File: src/hw/rtl/elsc_pkg.sv
// Package for the light sensor conditioner: field widths, constants and
// the sequencer state type. No dependencies.
`default_nettype none

package elsc_pkg;

  localparam int unsigned SampleW = 12;
  localparam int unsigned WeightW = 16;
  localparam int unsigned LevelW  = 20;
  localparam int unsigned LuxW    = 17;

  // lux = 10^7 * (2F - full scale) / (99 F): 44-bit dividend, 27-bit divisor
  localparam int unsigned NumW = 44;
  localparam int unsigned DenW = 27;
  localparam int unsigned QuoW = LuxW;

  localparam logic [WeightW-1:0] WeightReset = 16'd19661;
  localparam logic [LevelW:0]    FullScaleQ8 = 21'd1048320;
  // dark: 2F <= full scale; bright: 101 F >= 409500*256
  localparam logic [LevelW-1:0]  DarkMax     = 20'd524160;
  localparam logic [LevelW-1:0]  BrightMin   = 20'd1037941;
  localparam logic [LuxW-1:0]    LuxMax      = 17'd100000;
  localparam logic [23:0]        LuxScale    = 24'd10000000;

  typedef enum logic [2:0] {
    ST_IDLE,
    ST_MUL,
    ST_FIN,
    ST_LUX,
    ST_DIV
  } elsc_state_e;

endpackage

`default_nettype wire

File: src/hw/rtl/elsc_div.sv
// Bit-serial restoring divider for the lux estimate, one quotient bit a cycle.
// Depends on elsc_pkg.
`default_nettype none

module elsc_div (
  input  wire                        clk_i,
  input  wire                        rst_ni,
  input  wire                        start_i,
  input  wire  [elsc_pkg::NumW-1:0]  num_i,
  input  wire  [elsc_pkg::DenW-1:0]  den_i,
  output logic                       busy_o,
  output logic [elsc_pkg::QuoW-1:0]  quo_o
);
  import elsc_pkg::*;

  localparam int unsigned CntW = $clog2(QuoW);

  logic            busy_q, busy_d;
  logic [CntW-1:0] cnt_q, cnt_d;
  logic [DenW-1:0] rem_q, rem_d;
  logic [DenW-1:0] den_q, den_d;
  logic [QuoW-1:0] nsr_q, nsr_d;
  logic [QuoW-1:0] quo_q, quo_d;

  logic [DenW:0]   trial;
  logic [DenW+1:0] sub;

  always_comb begin
    trial  = {rem_q, nsr_q[QuoW-1]};
    sub    = {1'b0, trial} - {2'b00, den_q};
    busy_d = busy_q;
    cnt_d  = cnt_q;
    rem_d  = rem_q;
    den_d  = den_q;
    nsr_d  = nsr_q;
    quo_d  = quo_q;
    if (start_i) begin
      // quotient fits QuoW bits, so the top part of the dividend is below den
      busy_d = 1'b1;
      cnt_d  = '0;
      rem_d  = num_i[NumW-1:QuoW];
      nsr_d  = num_i[QuoW-1:0];
      den_d  = den_i;
    end else if (busy_q) begin
      if (!sub[DenW+1]) begin
        rem_d = sub[DenW-1:0];
        quo_d = {quo_q[QuoW-2:0], 1'b1};
      end else begin
        rem_d = trial[DenW-1:0];
        quo_d = {quo_q[QuoW-2:0], 1'b0};
      end
      nsr_d = {nsr_q[QuoW-2:0], 1'b0};
      cnt_d = cnt_q + 1'b1;
      if (cnt_q == CntW'(QuoW - 1)) begin
        busy_d = 1'b0;
      end
    end
  end

  always_ff @(posedge clk_i or negedge rst_ni) begin
    if (!rst_ni) begin
      busy_q <= 1'b0;
      cnt_q  <= '0;
    end else begin
      busy_q <= busy_d;
      cnt_q  <= cnt_d;
    end
  end

  always_ff @(posedge clk_i) begin
    rem_q <= rem_d;
    den_q <= den_d;
    nsr_q <= nsr_d;
    quo_q <= quo_d;
  end

  assign busy_o = busy_q;
  assign quo_o  = quo_q;

endmodule

`default_nettype wire

File: src/hw/rtl/ewma_light_sensor_conditioner.sv
// Light sensor conditioner: EWMA of ADC samples and a lux estimate.
// One sample in flight at a time: a 16-step serial multiply (one weight bit a cycle),
// a 17-step serial divider (one lux bit a cycle) and the FIN, LUX and DIV sequencing
// states run before the next sample is taken; a held-off result beat stalls the input further.
// Reset: history cleared to zero, weight to 19661, output register empty.
// Depends on elsc_pkg and elsc_div.
`default_nettype none

module ewma_light_sensor_conditioner (
  input  wire                                clk_i,
  input  wire                                rst_ni,
  input  wire                                cfg_valid_i,
  output logic                               cfg_ready_o,
  input  wire  [elsc_pkg::WeightW-1:0]       cfg_data_i,
  input  wire                                in_valid_i,
  output logic                               in_stall_o,
  input  wire  [elsc_pkg::SampleW-1:0]       adc_sample_i,
  output logic                               out_valid_o,
  input  wire                                out_stall_i,
  output logic [elsc_pkg::LevelW-1:0]        filtered_level_o,
  output logic [elsc_pkg::LuxW-1:0]          light_lux_o
);
  import elsc_pkg::*;

  localparam int unsigned CntW = $clog2(WeightW);

  elsc_state_e state_q, state_d;

  logic [WeightW-1:0]       weight_q, weight_d;
  logic [LevelW-1:0]        hist_q, hist_d;
  logic [WeightW-1:0]       wsr_q, wsr_d;
  logic [CntW-1:0]          cnt_q, cnt_d;
  logic signed [LevelW:0]   diff_q, diff_d;
  logic signed [LevelW+1:0] hi_q, hi_d;
  logic [WeightW-1:0]       lo_q, lo_d;
  logic                     dark_q, dark_d;
  logic                     bright_q, bright_d;
  logic                     out_valid_q, out_valid_d;
  logic [LevelW-1:0]        out_level_q, out_level_d;
  logic [LuxW-1:0]          out_lux_q, out_lux_d;

  logic signed [LevelW+1:0] psum;
  logic signed [LevelW+1:0] fsum;
  logic [LevelW:0]          twice_sub;
  logic [NumW-1:0]          num;
  logic [DenW-1:0]          den;
  logic [DenW-1:0]          lev_ext;
  logic                     div_start;
  logic                     div_busy;
  logic [QuoW-1:0]          div_quo;
  logic                     out_free;

  elsc_div u_div (
    .clk_i   (clk_i),
    .rst_ni  (rst_ni),
    .start_i (div_start),
    .num_i   (num),
    .den_i   (den),
    .busy_o  (div_busy),
    .quo_o   (div_quo)
  );

  assign out_free = !out_valid_q || !out_stall_i;

  always_comb begin
    // F = F_prev + (a * (x<<8 - F_prev) + 2^15) >> 16, product built LSB first
    psum      = hi_q + (wsr_q[0] ? {diff_q[LevelW], diff_q} : '0);
    fsum      = $signed({2'b00, hist_q}) + hi_q
              + $signed({{(LevelW+1){1'b0}}, lo_q[WeightW-1]});
    twice_sub = {hist_q, 1'b0} - FullScaleQ8;
    num       = {24'd0, twice_sub[LevelW-1:0]} * {20'd0, LuxScale};
    lev_ext   = {{(DenW-LevelW){1'b0}}, hist_q};
    den       = (lev_ext << 6) + (lev_ext << 5) + (lev_ext << 1) + lev_ext;

    state_d     = state_q;
    weight_d    = weight_q;
    hist_d      = hist_q;
    wsr_d       = wsr_q;
    cnt_d       = cnt_q;
    diff_d      = diff_q;
    hi_d        = hi_q;
    lo_d        = lo_q;
    dark_d      = dark_q;
    bright_d    = bright_q;
    out_valid_d = out_valid_q && out_stall_i;
    out_level_d = out_level_q;
    out_lux_d   = out_lux_q;
    div_start   = 1'b0;
    in_stall_o  = (state_q != ST_IDLE);

    if (cfg_valid_i) begin
      weight_d = cfg_data_i;
    end

    unique case (state_q)
      ST_IDLE: begin
        if (in_valid_i) begin
          diff_d  = $signed({1'b0, adc_sample_i, 8'd0}) - $signed({1'b0, hist_q});
          wsr_d   = weight_q;
          hi_d    = '0;
          cnt_d   = '0;
          state_d = ST_MUL;
        end
      end
      ST_MUL: begin
        hi_d  = psum >>> 1;
        lo_d  = {psum[0], lo_q[WeightW-1:1]};
        wsr_d = {1'b0, wsr_q[WeightW-1:1]};
        cnt_d = cnt_q + 1'b1;
        if (cnt_q == CntW'(WeightW - 1)) begin
          state_d = ST_FIN;
        end
      end
      ST_FIN: begin
        // convex combination: never negative, never above full scale
        hist_d  = fsum[LevelW-1:0];
        state_d = ST_LUX;
      end
      ST_LUX: begin
        dark_d    = (hist_q <= DarkMax);
        bright_d  = (hist_q >= BrightMin);
        div_start = 1'b1;
        state_d   = ST_DIV;
      end
      ST_DIV: begin
        if (!div_busy && out_free) begin
          out_valid_d = 1'b1;
          out_level_d = hist_q;
          if (dark_q) begin
            out_lux_d = '0;
          end else if (bright_q || div_quo > LuxMax) begin
            out_lux_d = LuxMax;
          end else begin
            out_lux_d = div_quo;
          end
          state_d = ST_IDLE;
        end
      end
      default: state_d = ST_IDLE;
    endcase
  end

  always_ff @(posedge clk_i or negedge rst_ni) begin
    if (!rst_ni) begin
      state_q     <= ST_IDLE;
      weight_q    <= WeightReset;
      hist_q      <= '0;
      cnt_q       <= '0;
      out_valid_q <= 1'b0;
    end else begin
      state_q     <= state_d;
      weight_q    <= weight_d;
      hist_q      <= hist_d;
      cnt_q       <= cnt_d;
      out_valid_q <= out_valid_d;
    end
  end

  always_ff @(posedge clk_i) begin
    wsr_q       <= wsr_d;
    diff_q      <= diff_d;
    hi_q        <= hi_d;
    lo_q        <= lo_d;
    dark_q      <= dark_d;
    bright_q    <= bright_d;
    out_level_q <= out_level_d;
    out_lux_q   <= out_lux_d;
  end

  assign cfg_ready_o      = 1'b1;
  assign out_valid_o      = out_valid_q;
  assign filtered_level_o = out_level_q;
  assign light_lux_o      = out_lux_q;

endmodule

`default_nettype wire

File: config.mk
export PLATFORM = sky130hd
export DESIGN_NAME = ewma_light_sensor_conditioner
export DESIGN_NICKNAME = d
export VERILOG_FILES = /design/src/hw/rtl/elsc_pkg.sv /design/src/hw/rtl/elsc_div.sv /design/src/hw/rtl/ewma_light_sensor_conditioner.sv
export SDC_FILE = /design/constraint.sdc
export NUM_CORES = 1
export LEC_CHECK = 0
export BUFFER_PORTS_ARGS = -buffer_cell sky130_fd_sc_hd__buf_2
export CAP_MARGIN = 10
export CORE_ASPECT_RATIO = 0.6
export CORE_UTILIZATION = 50
export DETAILED_ROUTE_END_ITERATION = 10
export PLACE_DENSITY = 0.66
export SETUP_SLACK_MARGIN = 0.05
export SYNTH_ARGS = -nofsm -noshare
export SYNTH_HDL_FRONTEND = slang
export SYNTH_HIERARCHICAL = 1
export SYNTH_SLANG_ARGS = --single-unit
File: constraint.sdc
create_clock -name clk_i -period 7.8 [get_ports clk_i]
set_clock_uncertainty 0.2 [all_clocks]
set_input_delay 0.78 -clock clk_i [delete_from_list [all_inputs] [get_ports clk_i]]
set_output_delay 0.78 -clock clk_i [all_outputs]
set_load 0.005 [all_outputs]
==> impl_results.md <==
* Most numerous cell in the Yosys netlist: ha_1
* Cells after Synth at around 2100
* Number of max-cap violations at 0
* Final Cell Area at 23300 um2
* Synth Area in Adders at 0.294
* CTS tree: yes
* Top cell type's share of synthesized area at 0.263
* Nets at 2661
* Core box area at roughly 42000 um2
* Clock transition at the registers of the reported paths at ~0.060 ns
* Io pins at 73
* Synth cell types at 92
* Gpl congestion at roughly 0.96
* # diodes at 0
* Drt pass-1 iters at 9
* Worst Path Max Fanout at 6
* Maximum number of pins on one net before global-route repair at between 50 and 60
* Register area share after synthesis at 0.322
* Vias in the first global route at about 15000
* Detailed-route via count at about 16000
* Mean Syn Cell Area at roughly 10 um2
* Tmin final at about 7.3 ns
* Mapped cell area at 21300 um2
* Detail Route Antenna Nets at 0
* Area leader, netlist: edfxtp_1
* First-pass GRT wire length at about 84000 um
* Placed Area at 22400 um2
* Outcome: finished, violations left
* Utilization after layout at 0.557
* Max Slew Vio Count at 0
* Final setup violation count at 0
* Worst Tran Pin Value at about 1.3 ns
* Setup crit start kind: register
* DRT Wirelength at around 55000 um
* Endpoint type of the worst setup path: register
* GRT Residual Overflow at 0
* Critical Path AT at around 7.5 ns
* CTS Sinks at 236
* DRC Markers at 3
* Critical Path RT at around 8.0 ns
* Hold Path Class: input pin to async pin
* Layout cells sized above 1 at 0.103
* Dpl hpwl at about 44000 um
* Die width at between 200 and 300 um
* Post-DR vias/cell at around 5.6
* Die height at between 150 and 200 um
* Compound-Gate Fraction of Synth Area at 0.140
* Final count of hold timing violations at 0
* Initial DRC count at roughly 1300
* Post-synthesis register bit count at roughly 240
* Failing checks: design-rule violations
* Post-synthesis async set-or-reset flop share at 0.212
* Synth warn at 6
* Post-synth EDFFs at around 190
* Routed WL per cell at slightly below 20 um
* Area share of xor/xnor cells in the synthesized design at 0.0548
* FP Rows at 58
* Area Overhead vs Synth at 9.69%
* Setup CP Type: register to register
* Synth area leaders: edfxtp_1 26%, ha_1 18%, fa_1 11%
* Largest family of logic cells by synthesized area: adder cells
* Tot GR Track Use at 0.254
* CTS buffer count at 24
* Total negative slack at 0 ns
* Root Driver: clkbuf_16
* Fmax at 137 MHz
* Simple-Gate Fraction of Synth Area at 0.115
* Post-synthesis mux area share at 0.0199
* H-tree depth at 1
* Synth Flop Type: edfxtp_1
* Initial antenna violation count at 0
* RSZ-0062 raised after global routing: false
* Period utilization at 0.935
* I/O Buffers at between 70 and 80
* Die area at 43400 um2
* Synth cell count leaders: 305 x ha_1, 254 x inv_1, 186 x edfxtp_1
* Clock tree buffer depth at 3
* Skew-Pair Late Insertion Delay at around 0.55 ns
* Initial Util at 0.508
* Post-CTS Setup Repair Bufs at 0
* Headroom to the max-slew limit at 0.119
## cell families after synthesis
kind of cell,after synthesis
multiplexers,38
AND/OR/NAND/NOR,521
adder cells (fa/ha/maj),426
AO/OA/AOI/OAI,450
XOR/XNOR,133
buffers and inverters,302
flip-flops,236
other,2
## worst paths after layout
check | startpoint | endpoint | slack, ns | cells past startpoint
setup / recovery | hist_q[8]$_DFFE_PN0P_ | u_div/rem_q[17]$_DFFE_PP_ | 0.51 | 21
hold / removal | rst_ni | state_q[1]$_DFFE_PN0P_ | 0.18 | 2
setup reg to reg | hist_q[8]$_DFFE_PN0P_ | u_div/rem_q[17]$_DFFE_PP_ | 0.51 | 21
hold reg to reg | u_div/quo_o[11]$_DFFE_PP_ | u_div/quo_o[12]$_DFFE_PP_ | 0.27 | 0
max in group asynchronous | rst_ni | hist_q[14]$_DFFE_PN0P_ | 6.70 | 2
min in group clk_i | cfg_data_i[1] | weight_q[1]$_DFFE_PN0P_ | 0.26 | 2
## metrics by stage
stage	instances	worst slack (ns)	hold slack, ns
after CTS	2790	0.567	0.189
after floorplan	2115	1.15	0.230
final	2790	0.510	0.177
after global placement	2746	0.613	0.250
after global routing	2790	0.122	0.234
after detailed placement	2746	0.609	0.250
## layout by cell type (no fill, tap or decap), types with 56 or more instances in the layout
cell	n
buf_2	71
inv_1	254
ha_1	305
o21ai_0	102
xor2_1	56
fa_1	121
xnor2_1	77
edfxtp_1	186
nand2_1	180
a21oi_1	117
nor2_1	138
## layer usage
| metal | share of wire | GRT usage | up-vias |
|---|---|---|---|
| li1 | - | - | 7606 |
| met3 | 0.090 | 0.0678 | 34 |
| met5 | 0 | 0 | - |
| met1 | 0.53 | 0.427 | 7606 |
| met2 | 0.37 | 0.320 | 515 |
| met4 | 0.010 | 0.0309 | 0 |
## worst max-delay path, stage by stage, from the launching register on
cell and delay (ns):
dfrtp_1 0.38, ha_1 0.27, nand4_1 0.27, nor2_1 0.13, xnor2_1 0.56, ha_1 0.37, ha_1 0.31, fa_1 0.53
fa_1 0.44, fa_1 0.55, inv_1 0.06, fa_1 0.52, inv_1 0.04, ha_1 0.35, and3_1 0.23, o211ai_1 0.16
a2111oi_0 1.12, o21a_1 0.23, o21a_1 0.14, o31a_1 0.11, nor2_1 0.04, a31oi_1 0.15
## flip-flops by register name (all words and copies together) (netlist names)
| name | count |
|---|---|
| diff_q | 21 |
| u_div/den_q | 27 |
| cnt_q | 4 |
| hist_q | 20 |
| out_valid_o | 1 |
| u_div/busy_o | 1 |
| u_div/nsr_q | 17 |
| dark_q | 1 |
| lo_q | 1 |
| u_div/quo_o | 17 |
| state_q | 3 |
| weight_q | 16 |
| hi_q | 21 |
| bright_q | 1 |
| filtered_level_o | 20 |
| u_div/rem_q | 27 |
| u_div/cnt_q | 5 |
| wsr_q | 16 |
| light_lux_o | 17 |
## final cells by class
class / count / area, um2
fillers: 3742 / 18600
well taps: 570 / 713
repair buffers: 108 / 633
inverters: 255 / 957
clock buffers: 34 / 689
multi-input cells: 1577 / 13300
flip-flops and latches: 236 / 6850
clock inverters: 10 / 189
## what timing repair did
item	in CTS	in global routing
hold endpoints to repair	0	0
hold buffers	0	0
resized for setup	0	1
setup endpoints to repair	0	1
Power is left out: the tool's default activity adds up to more than one toggle a clock period on the data nets, which glitch-free logic cannot reach.
